### src/rtl/core/utf8_to_cp437_transcoder_unit_defines.svh
// assertion macros for the transcoder rtl
`ifndef UTF8_TO_CP437_TRANSCODER_UNIT_DEFINES_SVH
`define UTF8_TO_CP437_TRANSCODER_UNIT_DEFINES_SVH

`ifndef SYNTHESIS
`define U8CP_ASSERT(lbl, prop) \
    lbl: assert property (@(posedge clk) disable iff (!rst_n) prop) \
        else $error("u8cp assertion failed");
`define U8CP_ASSERT_NEVER(lbl, expr) \
    `U8CP_ASSERT(lbl, !(expr))
`else
`define U8CP_ASSERT(lbl, prop)
`define U8CP_ASSERT_NEVER(lbl, expr)
`endif

`endif

### src/rtl/core/u8cp_pkg.sv
// types, codes and the cp437 reverse map for the transcoder
package u8cp_pkg;

    typedef struct packed {
        logic [7:0] byte_in;
        logic       last_byte;
    } byte_beat_t;

    typedef struct packed {
        logic [7:0] out_char;
        logic [1:0] status;
    } char_beat_t;

    localparam logic [1:0] ST_OK        = 2'd0;
    localparam logic [1:0] ST_INVALID   = 2'd1;
    localparam logic [1:0] ST_FORBIDDEN = 2'd2;
    localparam logic [1:0] ST_TRUNCATED = 2'd3;

    localparam int unsigned CP_W   = 21;
    localparam int unsigned ADDR_W = 3;
    localparam logic        REG_REPLACEMENT_CHAR = 1'b0;

    localparam logic [7:0] CHAR_BAR = 8'h7C;

    // returns {hit, glyph}
    function automatic logic [8:0] cp437_lookup(input logic [CP_W-1:0] cp);
        logic [8:0] r;
        r = 9'd0;
        case (cp[15:0])
            16'h0000: r = {1'b1, 8'd0};
            16'h00A0: r = {1'b1, 8'd255};
            16'h00A1: r = {1'b1, 8'd173};
            16'h00A2: r = {1'b1, 8'd155};
            16'h00A3: r = {1'b1, 8'd156};
            16'h00A5: r = {1'b1, 8'd157};
            16'h00A7: r = {1'b1, 8'd21};
            16'h00AA: r = {1'b1, 8'd166};
            16'h00AB: r = {1'b1, 8'd174};
            16'h00AC: r = {1'b1, 8'd170};
            16'h00B0: r = {1'b1, 8'd248};
            16'h00B1: r = {1'b1, 8'd241};
            16'h00B2: r = {1'b1, 8'd253};
            16'h00B5: r = {1'b1, 8'd230};
            16'h00B6: r = {1'b1, 8'd20};
            16'h00B7: r = {1'b1, 8'd250};
            16'h00BA: r = {1'b1, 8'd167};
            16'h00BB: r = {1'b1, 8'd175};
            16'h00BC: r = {1'b1, 8'd172};
            16'h00BD: r = {1'b1, 8'd171};
            16'h00BF: r = {1'b1, 8'd168};
            16'h00C4: r = {1'b1, 8'd142};
            16'h00C5: r = {1'b1, 8'd143};
            16'h00C6: r = {1'b1, 8'd146};
            16'h00C7: r = {1'b1, 8'd128};
            16'h00C9: r = {1'b1, 8'd144};
            16'h00D1: r = {1'b1, 8'd165};
            16'h00D6: r = {1'b1, 8'd153};
            16'h00DC: r = {1'b1, 8'd154};
            16'h00DF: r = {1'b1, 8'd225};
            16'h00E0: r = {1'b1, 8'd133};
            16'h00E1: r = {1'b1, 8'd160};
            16'h00E2: r = {1'b1, 8'd131};
            16'h00E4: r = {1'b1, 8'd132};
            16'h00E5: r = {1'b1, 8'd134};
            16'h00E6: r = {1'b1, 8'd145};
            16'h00E7: r = {1'b1, 8'd135};
            16'h00E8: r = {1'b1, 8'd138};
            16'h00E9: r = {1'b1, 8'd130};
            16'h00EA: r = {1'b1, 8'd136};
            16'h00EB: r = {1'b1, 8'd137};
            16'h00EC: r = {1'b1, 8'd141};
            16'h00ED: r = {1'b1, 8'd161};
            16'h00EE: r = {1'b1, 8'd140};
            16'h00EF: r = {1'b1, 8'd139};
            16'h00F1: r = {1'b1, 8'd164};
            16'h00F2: r = {1'b1, 8'd149};
            16'h00F3: r = {1'b1, 8'd162};
            16'h00F4: r = {1'b1, 8'd147};
            16'h00F6: r = {1'b1, 8'd148};
            16'h00F7: r = {1'b1, 8'd246};
            16'h00F9: r = {1'b1, 8'd151};
            16'h00FA: r = {1'b1, 8'd163};
            16'h00FB: r = {1'b1, 8'd150};
            16'h00FC: r = {1'b1, 8'd129};
            16'h00FF: r = {1'b1, 8'd152};
            16'h0192: r = {1'b1, 8'd159};
            16'h0393: r = {1'b1, 8'd226};
            16'h0398: r = {1'b1, 8'd233};
            16'h03A3: r = {1'b1, 8'd228};
            16'h03A6: r = {1'b1, 8'd232};
            16'h03A9: r = {1'b1, 8'd234};
            16'h03B1: r = {1'b1, 8'd224};
            16'h03B4: r = {1'b1, 8'd235};
            16'h03B5: r = {1'b1, 8'd238};
            16'h03C0: r = {1'b1, 8'd227};
            16'h03C3: r = {1'b1, 8'd229};
            16'h03C4: r = {1'b1, 8'd231};
            16'h03C6: r = {1'b1, 8'd237};
            16'h2022: r = {1'b1, 8'd7};
            16'h203C: r = {1'b1, 8'd19};
            16'h207F: r = {1'b1, 8'd252};
            16'h20A7: r = {1'b1, 8'd158};
            16'h2190: r = {1'b1, 8'd27};
            16'h2191: r = {1'b1, 8'd24};
            16'h2192: r = {1'b1, 8'd26};
            16'h2193: r = {1'b1, 8'd25};
            16'h2194: r = {1'b1, 8'd29};
            16'h2195: r = {1'b1, 8'd18};
            16'h21A8: r = {1'b1, 8'd23};
            16'h2219: r = {1'b1, 8'd249};
            16'h221A: r = {1'b1, 8'd251};
            16'h221E: r = {1'b1, 8'd236};
            16'h221F: r = {1'b1, 8'd28};
            16'h2229: r = {1'b1, 8'd239};
            16'h2248: r = {1'b1, 8'd247};
            16'h2261: r = {1'b1, 8'd240};
            16'h2264: r = {1'b1, 8'd243};
            16'h2265: r = {1'b1, 8'd242};
            16'h2310: r = {1'b1, 8'd169};
            16'h2320: r = {1'b1, 8'd244};
            16'h2321: r = {1'b1, 8'd245};
            16'h2500: r = {1'b1, 8'd196};
            16'h2502: r = {1'b1, 8'd179};
            16'h250C: r = {1'b1, 8'd218};
            16'h2510: r = {1'b1, 8'd191};
            16'h2514: r = {1'b1, 8'd192};
            16'h2518: r = {1'b1, 8'd217};
            16'h251C: r = {1'b1, 8'd195};
            16'h2524: r = {1'b1, 8'd180};
            16'h252C: r = {1'b1, 8'd194};
            16'h2534: r = {1'b1, 8'd193};
            16'h253C: r = {1'b1, 8'd197};
            16'h2550: r = {1'b1, 8'd205};
            16'h2551: r = {1'b1, 8'd186};
            16'h2552: r = {1'b1, 8'd213};
            16'h2553: r = {1'b1, 8'd214};
            16'h2554: r = {1'b1, 8'd201};
            16'h2555: r = {1'b1, 8'd184};
            16'h2556: r = {1'b1, 8'd183};
            16'h2557: r = {1'b1, 8'd187};
            16'h2558: r = {1'b1, 8'd212};
            16'h2559: r = {1'b1, 8'd211};
            16'h255A: r = {1'b1, 8'd200};
            16'h255B: r = {1'b1, 8'd190};
            16'h255C: r = {1'b1, 8'd189};
            16'h255D: r = {1'b1, 8'd188};
            16'h255E: r = {1'b1, 8'd198};
            16'h255F: r = {1'b1, 8'd199};
            16'h2560: r = {1'b1, 8'd204};
            16'h2561: r = {1'b1, 8'd181};
            16'h2562: r = {1'b1, 8'd182};
            16'h2563: r = {1'b1, 8'd185};
            16'h2564: r = {1'b1, 8'd209};
            16'h2565: r = {1'b1, 8'd210};
            16'h2566: r = {1'b1, 8'd203};
            16'h2567: r = {1'b1, 8'd207};
            16'h2568: r = {1'b1, 8'd208};
            16'h2569: r = {1'b1, 8'd202};
            16'h256A: r = {1'b1, 8'd216};
            16'h256B: r = {1'b1, 8'd215};
            16'h256C: r = {1'b1, 8'd206};
            16'h2580: r = {1'b1, 8'd223};
            16'h2584: r = {1'b1, 8'd220};
            16'h2588: r = {1'b1, 8'd219};
            16'h258C: r = {1'b1, 8'd221};
            16'h2590: r = {1'b1, 8'd222};
            16'h2591: r = {1'b1, 8'd176};
            16'h2592: r = {1'b1, 8'd177};
            16'h2593: r = {1'b1, 8'd178};
            16'h25A0: r = {1'b1, 8'd254};
            16'h25AC: r = {1'b1, 8'd22};
            16'h25B2: r = {1'b1, 8'd30};
            16'h25BA: r = {1'b1, 8'd16};
            16'h25BC: r = {1'b1, 8'd31};
            16'h25C4: r = {1'b1, 8'd17};
            16'h25CB: r = {1'b1, 8'd9};
            16'h25D8: r = {1'b1, 8'd8};
            16'h25D9: r = {1'b1, 8'd10};
            16'h263A: r = {1'b1, 8'd1};
            16'h263B: r = {1'b1, 8'd2};
            16'h263C: r = {1'b1, 8'd15};
            16'h2640: r = {1'b1, 8'd12};
            16'h2642: r = {1'b1, 8'd11};
            16'h2660: r = {1'b1, 8'd6};
            16'h2663: r = {1'b1, 8'd5};
            16'h2665: r = {1'b1, 8'd3};
            16'h2666: r = {1'b1, 8'd4};
            16'h266A: r = {1'b1, 8'd13};
            16'h266B: r = {1'b1, 8'd14};
            default:  r = 9'd0;
        endcase
        if (cp[CP_W-1:16] != '0)
        begin
            r = 9'd0;
        end
        return r;
    endfunction

endpackage

### src/rtl/core/u8cp_in_stage.sv
// input register holding one utf-8 beat ahead of the decoder
module u8cp_in_stage
    import u8cp_pkg::*;
(
    input  logic       clk,
    input  logic       rst_n,
    input  logic       byte_valid,
    output logic       byte_ready,
    input  byte_beat_t byte_data,
    input  logic       take,
    output logic       held_valid,
    output byte_beat_t held_data
);

    logic       valid_reg;
    logic       valid_next;
    byte_beat_t data_reg;
    logic       load;

    assign byte_ready = !valid_reg || take;
    assign load       = byte_valid && byte_ready;

    always_comb
    begin
        valid_next = valid_reg;
        if (load)
        begin
            valid_next = 1'b1;
        end
        else if (take)
        begin
            valid_next = 1'b0;
        end
    end

    always_ff @(posedge clk or negedge rst_n)
    begin
        if (!rst_n)
        begin
            valid_reg <= 1'b0;
        end
        else
        begin
            valid_reg <= valid_next;
        end
    end

    always_ff @(posedge clk)
    begin
        if (load)
        begin
            data_reg <= byte_data;
        end
    end

    assign held_valid = valid_reg;
    assign held_data  = data_reg;

endmodule

### src/rtl/core/u8cp_decode.sv
// utf-8 sequence state and per-byte decode to a cp437 result
`include "utf8_to_cp437_transcoder_unit_defines.svh"
module u8cp_decode
    import u8cp_pkg::*;
(
    input  logic       clk,
    input  logic       rst_n,
    input  logic       take,
    input  byte_beat_t item,
    input  logic [7:0] replacement_char,
    output logic       res_valid,
    output char_beat_t res
);

    logic [1:0]      pending_reg;
    logic [1:0]      pending_next;
    logic [CP_W-1:0] partial_reg;
    logic [CP_W-1:0] partial_next;
    logic [CP_W-1:0] shifted;
    logic [CP_W-1:0] cp;
    logic [1:0]      pending_dec;
    logic [8:0]      map_hit;
    logic            complete;
    logic            bad;
    logic [7:0]      b;

    assign b           = item.byte_in;
    assign shifted     = {partial_reg[CP_W-7:0], b[5:0]};
    assign pending_dec = pending_reg - 2'd1;

    always_comb
    begin
        pending_next = pending_reg;
        partial_next = partial_reg;
        complete     = 1'b0;
        bad          = 1'b0;
        cp           = '0;
        res_valid    = 1'b0;
        res.out_char = 8'd0;
        res.status   = ST_OK;

        if (pending_reg == 2'd0)
        begin
            if (!b[7])
            begin
                cp       = {{(CP_W-8){1'b0}}, b};
                complete = 1'b1;
            end
            else if (b[7:5] == 3'b110)
            begin
                pending_next = 2'd1;
                partial_next = {{(CP_W-5){1'b0}}, b[4:0]};
            end
            else if (b[7:4] == 4'b1110)
            begin
                pending_next = 2'd2;
                partial_next = {{(CP_W-4){1'b0}}, b[3:0]};
            end
            else if (b[7:3] == 5'b11110)
            begin
                pending_next = 2'd3;
                partial_next = {{(CP_W-3){1'b0}}, b[2:0]};
            end
            else
            begin
                bad = 1'b1;
            end
        end
        else if (b[7:6] != 2'b10)
        begin
            bad = 1'b1;
        end
        else
        begin
            pending_next = pending_dec;
            partial_next = shifted;
            if (pending_dec == 2'd0)
            begin
                cp           = shifted;
                partial_next = '0;
                complete     = 1'b1;
            end
        end

        map_hit = cp437_lookup(cp);

        if (bad)
        begin
            pending_next = 2'd0;
            partial_next = '0;
            res_valid    = 1'b1;
            res.status   = ST_INVALID;
        end
        else if (!complete)
        begin
            if (item.last_byte)
            begin
                pending_next = 2'd0;
                partial_next = '0;
                res_valid    = 1'b1;
                res.status   = ST_TRUNCATED;
            end
        end
        else if (cp == 21'h00FFFF || cp == 21'h00FFFE)
        begin
            pending_next = 2'd0;
            partial_next = '0;
            res_valid    = 1'b1;
            res.status   = ST_FORBIDDEN;
        end
        else if (cp < 21'h80)
        begin
            res_valid    = 1'b1;
            res.out_char = cp[7:0];
        end
        else if (cp == 21'h0000A6)
        begin
            res_valid    = 1'b1;
            res.out_char = CHAR_BAR;
        end
        else if (map_hit[8])
        begin
            res_valid    = 1'b1;
            res.out_char = map_hit[7:0];
        end
        else if (replacement_char != 8'd0)
        begin
            // zero replacement strips the character
            res_valid    = 1'b1;
            res.out_char = replacement_char;
        end
    end

    always_ff @(posedge clk or negedge rst_n)
    begin
        if (!rst_n)
        begin
            pending_reg <= 2'd0;
            partial_reg <= '0;
        end
        else if (take)
        begin
            pending_reg <= pending_next;
            partial_reg <= partial_next;
        end
    end

    `U8CP_ASSERT(a_idle_no_partial, (pending_reg == 2'd0) |-> (partial_reg == '0))
    `U8CP_ASSERT(a_last_due_narrow, (pending_reg == 2'd1) |-> (partial_reg[CP_W-1:15] == '0))
    `U8CP_ASSERT(a_error_clears, (take && res_valid && (res.status != ST_OK)) |=> (pending_reg == 2'd0))
    `U8CP_ASSERT_NEVER(a_error_char_zero, res_valid && (res.status != ST_OK) && (res.out_char != 8'd0))

endmodule

### src/rtl/core/u8cp_out_stage.sv
// result register toward the cp437 output channel
module u8cp_out_stage
    import u8cp_pkg::*;
(
    input  logic       clk,
    input  logic       rst_n,
    input  logic       held_valid,
    input  logic       res_valid,
    input  char_beat_t res,
    output logic       take,
    output logic       char_valid,
    input  logic       char_ready,
    output char_beat_t char_data
);

    logic       valid_reg;
    logic       valid_next;
    char_beat_t data_reg;

    // the decoder may run whenever this register is empty or draining
    assign take = held_valid && (!valid_reg || char_ready);

    always_comb
    begin
        valid_next = valid_reg;
        if (take)
        begin
            valid_next = res_valid;
        end
        else if (char_ready)
        begin
            valid_next = 1'b0;
        end
    end

    always_ff @(posedge clk or negedge rst_n)
    begin
        if (!rst_n)
        begin
            valid_reg <= 1'b0;
        end
        else
        begin
            valid_reg <= valid_next;
        end
    end

    always_ff @(posedge clk)
    begin
        if (take && res_valid)
        begin
            data_reg <= res;
        end
    end

    assign char_valid = valid_reg;
    assign char_data  = data_reg;

endmodule

### src/rtl/core/utf8_to_cp437_transcoder_unit.sv
// top level: utf-8 byte stream in, cp437 characters out, apb register port
// a byte passes the input register, one decode pass and then the result register
// throughput: one byte per cycle while the output is not stalled
// a stalled output holds one result while the input register still takes a byte
// reset clears the sequence state, both stage valids and replacement_char to zero
module utf8_to_cp437_transcoder_unit
    import u8cp_pkg::*;
(
    input  logic              clk,
    input  logic              rst_n,
    input  logic              byte_valid,
    output logic              byte_ready,
    input  byte_beat_t        byte_data,
    output logic              char_valid,
    input  logic              char_ready,
    output char_beat_t        char_data,
    input  logic              psel,
    input  logic              penable,
    input  logic              pwrite,
    input  logic [ADDR_W-1:0] paddr,
    input  logic [31:0]       pwdata,
    output logic [31:0]       prdata,
    output logic              pready
);

    logic       replacement_sel;
    logic [7:0] replacement_char_reg;
    logic [7:0] replacement_char_next;
    logic       cfg_write;
    logic       take;
    logic       held_valid;
    byte_beat_t held_data;
    logic       res_valid;
    char_beat_t res;

    assign pready          = 1'b1;
    assign replacement_sel = (paddr[ADDR_W-1] == REG_REPLACEMENT_CHAR);
    assign cfg_write       = psel && penable && pwrite && pready && replacement_sel;

    always_comb
    begin
        replacement_char_next = replacement_char_reg;
        if (cfg_write)
        begin
            replacement_char_next = pwdata[7:0];
        end
    end

    always_ff @(posedge clk or negedge rst_n)
    begin
        if (!rst_n)
        begin
            replacement_char_reg <= 8'd0;
        end
        else
        begin
            replacement_char_reg <= replacement_char_next;
        end
    end

    assign prdata = replacement_sel ? {24'd0, replacement_char_reg} : 32'd0;

    u8cp_in_stage u_in_stage (
        .clk        (clk),
        .rst_n      (rst_n),
        .byte_valid (byte_valid),
        .byte_ready (byte_ready),
        .byte_data  (byte_data),
        .take       (take),
        .held_valid (held_valid),
        .held_data  (held_data)
    );

    u8cp_decode u_decode (
        .clk              (clk),
        .rst_n            (rst_n),
        .take             (take),
        .item             (held_data),
        .replacement_char (replacement_char_reg),
        .res_valid        (res_valid),
        .res              (res)
    );

    u8cp_out_stage u_out_stage (
        .clk        (clk),
        .rst_n      (rst_n),
        .held_valid (held_valid),
        .res_valid  (res_valid),
        .res        (res),
        .take       (take),
        .char_valid (char_valid),
        .char_ready (char_ready),
        .char_data  (char_data)
    );

endmodule

### config.mk
export PLATFORM = sky130hd
export DESIGN_NAME = utf8_to_cp437_transcoder_unit
export DESIGN_NICKNAME = d
export VERILOG_FILES = /design/src/rtl/core/u8cp_pkg.sv /design/src/rtl/core/u8cp_in_stage.sv /design/src/rtl/core/u8cp_decode.sv /design/src/rtl/core/u8cp_out_stage.sv /design/src/rtl/core/utf8_to_cp437_transcoder_unit.sv
export VERILOG_INCLUDE_DIRS = /design/src /design/src/rtl/core
export SDC_FILE = /design/constraint.sdc
export NUM_CORES = 1
export LEC_CHECK = 0
export BUFFER_PORTS_ARGS = -buffer_cell sky130_fd_sc_hd__buf_2
export CELL_PAD_IN_SITES_DETAIL_PLACEMENT = 1
export CELL_PAD_IN_SITES_GLOBAL_PLACEMENT = 1
export CORE_UTILIZATION = 30
export DETAILED_ROUTE_END_ITERATION = 8
export PLACE_DENSITY_LB_ADDON = 0.1
export SYNTH_ARGS = -nofsm -noshare
export SYNTH_HDL_FRONTEND = slang
export SYNTH_SLANG_ARGS = --single-unit
### constraint.sdc
create_clock -name clk -period 3.15 [get_ports clk]
set_input_delay 0.1575 -clock clk [delete_from_list [all_inputs] [get_ports clk]]
set_output_delay 0.1575 -clock clk [all_outputs]
set_load 0.02 [all_outputs]
==> out/metrics.csv, run 1 <==
stage,metric,value,unit
synthesis,yosys warns,0,
timing,unrepaired setup endpoints after global routing,yes,
synthesis,Synth Flop Type,dfrtp_1,
clock_network,"Clk Latency, worst-skew pair",0.31,ns
die,io pins,96,
setup_path,Worst Path Max Fanout,6,
routing,vias per cell,6.93,
die,# rows,51,
layout,Final nets,1303,
global_routing,largest net degree at the start of global routing,28,
routing,ANT nets after route,0,
synthesis,flip-flop and latch count after synthesis,46,
run_status,run status,"finished, violations left",
routing,Top Layer Used,met4,
synthesis,share of the synthesized area in the top cell type,0.114,
die,Initial Util,0.305,
synthesis,number of distinct library cells after synthesis,79,
run_status,failing checks,"capacitance limit, slew limit, setup timing",
setup_path,CP required,3.26,ns
layout,max FFs per register,15,
timing,count of final setup violators,36,
clock_network,TritonCTS Sinks,46,
clock_network,H-tree level count,2,
die,Die Ht,143,um
run,max cap viols,1,
clock_network,CTS Buf Count,5,
synthesis,syn_area_per_cell,7.23,um2
clock_network,CTS tree,built,
setup_path,critical-path cell list,buf_4 > nor4b_1 > nand3_1 > nor4_2 > a2111oi_4 > buf_4 > nand3b_1 > or4b_4 > o21a_4 > buf_12 > nor3_2 > a211oi_1,
setup_path,startpoint of the worst register-to-register path,u_decode.partial_reg[3],
power_and_ir_drop,pwr dens,519,mW/mm2
place,Post-DP HPWL,38100,um
timing,Fmax,230,MHz
worst_hold_path,Hold WC Path Type,in -> reg,
global_routing,grt ovf,0,
setup_path,kind of critical path,reg -> reg,
global_routing,initial antenna violation count,1,
global_routing,first-pass GRT wire length,71000,um
synthesis,mapped cell area,0.00594,mm2
routing,TritonRoute pass-1 iters,7,
setup_path,Crit. Startpoint,u_decode.partial_reg[3],
layout,layout cells sized above 1,0.505,
clock_network,Clk Tree Root Cell,clkbuf_16,
synthesis,"Seq/Total Area, Yosys",0.210,
place,gpl congestion,1.05,
layout,"commonest cells after routing, fill and taps aside","buf_4 (410), nor2_1 (66), nand2_1 (48), nor3_1 (48), buf_2 (45)",
routing,metal2 WL,22300,um
global_routing,Total GRT Usage,0.492,
timing,Worst Tran Pin Value,1.90,ns
setup_path,Crit path largest cell delay,1.53,ns
layout,Final Util,0.554,
power_and_ir_drop,Max VDD drop,532,uV
clock_network,clock-pin slew on the worst setup and hold paths,0.07,ns
global_routing,number of global-route vias before repair,10300,
setup_path,RR Endpoint,u_out_stage.char_data[2],
layout,"Area growth, synth to finish",81.4,%
setup_path,reg-to-reg setup timing slack,-1.20,ns
routing,total number of vias,10500,
setup_path,"slowest stage cell, crit path",nor4b_1,
layout,Fill cells,2314,
synthesis,"area leader, netlist",dfrtp_1,
routing,Routed WL per cell,35.0,um
timing,Tmin final,4.35,ns
synthesis,fraction of registers with async set/reset,0.587,
routing,drc violations,0,
power_and_ir_drop,leak pwr,4.53,nW
timing,Final Hold Fails,0,
timing,max-slew violation count,3,
timing,Setup WS post-layout,-1.20,ns
setup_path,Worst Setup End Kind,flip-flop,
die,CORE AREA,0.0195,mm2
setup_path,Startpoint Class,flip-flop,
layout,# diodes,0,
place,IO Port Bufs,44,
die,die area,0.0204,mm2
routing,Routed WL,53100,um
layout,"commonest non-fill, non-tap cell in the layout",buf_4,
power_and_ir_drop,Power Total,5.60,mW
routing,met1 wire length,18800,um
timing,Layout Skew,0.0102,ns
routing,Iteration-0 DRC Markers,1539,
setup_path,cell mode on critical path,buf_4,
setup_path,capture point of the worst path,u_out_stage.char_data[2],
timing,Max-Slew Margin vs Limit,-0.283,
synthesis,cell count after synthesis,822,
synthesis,Post-synth EDFFs,19,
timing,Final period util,1.38,
routing,met3 WL,6480,um
clock_network,Clock Path Buffers,2,
synthesis,Synth area leaders,"dfrtp_1 (11%), edfxtp_1 (9.6%), nor3_1 (5.0%)",
setup_path,crit path DAT,4.46,ns
die,die width,143,um
setup_path,R2R depth,12,
==> area by class of cell <==
class,count,area (um2),share of cell area
multi-input combinational,689,5060,0.470
clock buffer,6,129,0.0120
sequential,46,1250,0.116
timing repair buffer,496,3950,0.367
clock inverter,2,10.0,0.000929
inverter,12,47.5,0.00441
tap,265,332,0.0308
==> repair_timing <==
item	in CTS	in global routing
resized for setup	94	75
endpoints found under the hold margin	27	0
endpoints found under the setup margin	36	36
setup buffers	29	17
pin swaps	34	33
hold buffers	1	0
cloned	2	4
==> kinds of logic (layout without fill, tap and decap cells) <==
family,Yosys count,count (layout),share of synthesized area
XOR/XNOR,6,6,0.00884
AND/OR/NAND/NOR,390,390,0.368
adder cells (fa/ha/maj),2,2,0.00421
AO/OA/AOI/OAI,255,255,0.296
other,2,25,0.00126
multiplexers,11,11,0.0204
flip-flops,46,46,0.210
buffers and inverters,110,516,0.0914
==> stage by stage <==
step | hold WS, ns | setup slack (ns) | instances | cell area, um2 | setup TNS, ns
2_1_floorplan | -0.138 | -0.108 | 845 | 6120 | -0.884
3_3_place_gp | 0.179 | -1.15 | 1456 | 9340 | -25.38
3_5_place_dp | 0.224 | -1.20 | 1456 | 9340 | -30.15
4_1_cts | 0.0209 | -0.512 | 1496 | 10300 | -9.56
5_1_grt | 0.0158 | -1.09 | 1516 | 10800 | -31.79
6_report | 0.0159 | -1.20 | 1516 | 10800 | -25.60
==> synth_stat cells (all sizes together), types with 27 or more instances <==
cell type,number
nor2,71
nor3,59
buf,52
o21ai,52
nand2,51
a21oi,47
clkbuf,46
nor4,39
nand3,35
nand4,28
dfrtp,27
==> worst min-delay path by stage <==
stage | cells past startpoint | slack [ns] | endpoint | start
floorplan | 0 | -0.14 | replacement_char_reg[0] | rst_n
global placement | 1 | 0.18 | replacement_char_reg[7] | rst_n
detailed placement | 1 | 0.22 | replacement_char_reg[2] | rst_n
CTS | 1 | 0.02 | u_in_stage.held_data[4] | byte_data[4]
global route | 1 | 0.02 | u_in_stage.held_data[7] | byte_data[7]
finish | 1 | 0.02 | u_in_stage.held_data[2] | byte_data[2]
==> power by group <==
group | total (mW) | switching, mW | leakage, nW | internal [mW]
clock | 0.553 | 0.260 | 0.0706 | 0.293
sequential | 0.912 | 0.143 | 0.537 | 0.769
combinational | 4.13 | 2.42 | 3.93 | 1.71
==> worst max-delay path: cells and delay by family (launching register included) <==
family	cells	cell delay, ns
AOI/OAI and AO/OA	3	0.51
buffers and inverters	3	0.48
DFF	1	0.47
and+or+nand+nor	6	2.67
==> per-layer routing <==
| layer | up-vias | track usage |
|---|---|---|
| li1 | 4039 | - |
| met3 | 425 | 0.128 |
| met2 | 1004 | 0.750 |
| met5 | - | 0 |
| met1 | 5039 | 0.587 |
| met4 | 0 | 0.392 |
Note: power is estimated with default switching activity, not from simulation.
==> run 2, diff against run 1 <==
--- a/config.mk
+++ b/config.mk
@@ -11,7 +11,7 @@
 export CELL_PAD_IN_SITES_GLOBAL_PLACEMENT = 1
 export CORE_UTILIZATION = 30
 export DETAILED_ROUTE_END_ITERATION = 8
-export PLACE_DENSITY_LB_ADDON = 0.1
+export PLACE_DENSITY_LB_ADDON = 0.08
 export SYNTH_ARGS = -nofsm -noshare
 export SYNTH_HDL_FRONTEND = slang
 export SYNTH_SLANG_ARGS = --single-unit
==> out/metrics.csv, run 2 (synthesized netlist as in run 1, its figures left out) <==
stage,metric,value,unit
run_status,run status,"finished, violations left",
run_status,failing checks,setup timing,
global_routing,initial antenna violation count,2,
global_routing,number of global-route vias before repair,10000,
clock_network,CTS Buf Count,5,
setup_path,"slowest stage cell, crit path",nor4bb_1,
routing,Routed WL per cell,33.8,um
layout,Final nets,1295,
clock_network,"Clk Latency, worst-skew pair",0.31,ns
global_routing,Total GRT Usage,0.476,
timing,Final Hold Fails,0,
setup_path,R2R depth,13,
timing,Setup WS post-layout,-0.760,ns
timing,Layout Skew,0.0143,ns
die,die area,0.0204,mm2
setup_path,critical-path cell list,buf_4 > nor4bb_1 > a22oi_2 > buf_6 > o32ai_2 > o21ai_1 > o211ai_1 > buf_4 > or4_4 > o21a_1 > buf_12 > nor3_2 > a211oi_1,
routing,drc violations,0,
setup_path,CP required,3.27,ns
layout,layout cells sized above 1,0.492,
power_and_ir_drop,Max VDD drop,520,uV
place,Placed Area,0.00929,mm2
power_and_ir_drop,Sw Pwr,2.62,mW
layout,Final Util,0.539,
worst_hold_path,Hold WC Path Type,in -> reg,
timing,Worst Tran Pin Value,1.07,ns
setup_path,Worst Path Max Fanout,12,
routing,ANT nets after route,0,
routing,vias per cell,6.73,
routing,Routed WL,51100,um
die,die width,143,um
clock_network,Clk Tree Root Cell,clkbuf_16,
worst_hold_path,hold path depth,1,
die,Die Ht,143,um
timing,Max-Slew Margin vs Limit,0.277,
place,IO Port Bufs,44,
clock_network,clock-pin slew on the worst setup and hold paths,0.08,ns
routing,total number of vias,10200,
power_and_ir_drop,leak pwr,4.39,nW
layout,sequential cell area,0.00125,mm2
power_and_ir_drop,pwr dens,491,mW/mm2
routing,Iteration-0 DRC Markers,1471,
layout,final instance area,0.0105,mm2
timing,Tmin final,3.91,ns
layout,max FFs per register,15,
power_and_ir_drop,switching share of power,0.509,
setup_path,kind of critical path,reg -> reg,
layout,Fill cells,2385,
setup_path,Worst Setup End Kind,flip-flop,
place,gpl congestion,1.11,
setup_path,crit path DAT,4.03,ns
setup_path,Crit path largest cell delay,0.87,ns
setup_path,Crit path max-delay family,compound AO/OA/AOI/OAI gates,
power_and_ir_drop,Flop pwr share,0.172,
layout,"commonest non-fill, non-tap cell in the layout",buf_4,
timing,Final period util,1.24,
layout,"Area growth, synth to finish",76.6,%
power_and_ir_drop,Int Pwr,2.53,mW
power_and_ir_drop,power share of the clock group,0.113,
clock_network,CTS tree,built,
setup_path,cell mode on critical path,buf_4,
timing,max-slew violation count,0,
timing,count of final setup violators,31,
clock_network,Clock Path Buffers,2,
die,# rows,51,
layout,area of the multi-input gates,0.00496,mm2
die,io pins,96,
routing,TritonRoute pass-1 iters,6,
power_and_ir_drop,combinational power share,0.714,
global_routing,first-pass GRT wire length,68600,um
setup_path,CP bufs+invs,4,
timing,Fmax,256,MHz
timing,unrepaired setup endpoints after global routing,yes,
setup_path,Critical Path Stages,13,
global_routing,grt ovf,0,
die,CORE AREA,0.0195,mm2
layout,"commonest cells after routing, fill and taps aside","buf_4 (410), nor2_1 (68), nand2_1 (48), nor3_1 (48), buf_2 (44)",
clock_network,H-tree level count,2,
place,Post-DP HPWL,37500,um
global_routing,largest net degree at the start of global routing,28,
die,Initial Util,0.305,
run,max cap viols,0,
clock_network,TritonCTS Sinks,46,
setup_path,Startpoint Class,flip-flop,
## run 2: changes by cell type in the layout (fill, tap and decap cells not counted), moves of 3 or more
cell / before / now
nor3_4: 4 / 7
buf_6: 20 / 23
a2111oi_2: 5 / 2
nor4_4: 6 / 3
buf_12: 15 / 9
nor3_2: 7 / 4
o21ai_2: 8 / 4
## run 2: final timing paths
| kind | slack (ns) | to | start |
|---|---|---|---|
| max in group asynchronous | 2.28 | u_decode.partial_reg[13] | rst_n |
| hold reg to reg | 0.52 | u_decode.partial_reg[13] | u_decode.partial_reg[13] |
| hold / removal | 0.01 | u_in_stage.held_data[8] | byte_data[8] |
| setup / recovery | -0.76 | u_out_stage.char_data[7] | u_in_stage.held_data[5] |
| setup reg to reg | -0.76 | u_out_stage.char_data[7] | u_in_stage.held_data[5] |
| min in group asynchronous | 0.44 | u_decode.partial_reg[6] | rst_n |
## run 2: per-layer routing
layer	track usage	vias to the layer above	part of all wire	routed length, um
met5	0	-	0.00033	17
met1	0.586	4853	0.36	18400
met2	0.712	955	0.42	21500
li1	-	4026	-	-
met3	0.141	333	0.13	6610
met4	0.325	2	0.089	4550
## run 2: repair_timing
| item | in CTS | in global routing |
|---|---|---|
| pin swaps | 27 | 29 |
| setup buffers | 27 | 11 |
| endpoints found under the hold margin | 27 | 0 |
| cloned | 0 | 0 |
| gates resized for setup | 64 | 91 |
| hold buffers | 1 | 0 |
| setup endpoints to repair | 32 | 32 |
## run 2: layout make-up
| cell class | instances | share of cell area |
|---|---|---|
| Clock inverter | 3 | 0.00203 |
| Multi-Input combinational cell | 689 | 0.472 |
| Antenna cell | 2 | 0.000477 |
| Tap cell | 265 | 0.0316 |
| Clock buffer | 5 | 0.0119 |
| Inverter | 12 | 0.00429 |
| Timing Repair Buffer | 488 | 0.358 |
| Sequential cell | 46 | 0.119 |
## run 2: power by group through the flow
stage	clock network, mW	registers (mW)	logic (mW)
finish	0.583	0.889	3.68
global route	0.603	0.893	3.72
CTS	0.591	0.866	3.14
detailed placement	0	0.873	2.90
global placement	0	0.863	2.82
floorplan	0	0.905	1.26
## run 2: stage by stage
stage          TNS (ns)  hold WS [ns]  power, mW  std cells  worst slack [ns]
6_report         -14.12        0.0119       5.16       1510            -0.760
5_1_grt          -17.67        0.0105       5.22       1508            -0.997
4_1_cts           -8.14        0.0127       4.60       1499            -0.483
3_5_place_dp     -25.59         0.212       3.78       1463             -1.06
3_3_place_gp     -26.47         0.191       3.68       1463             -1.24
2_1_floorplan    -0.884        -0.138       2.17        845            -0.108
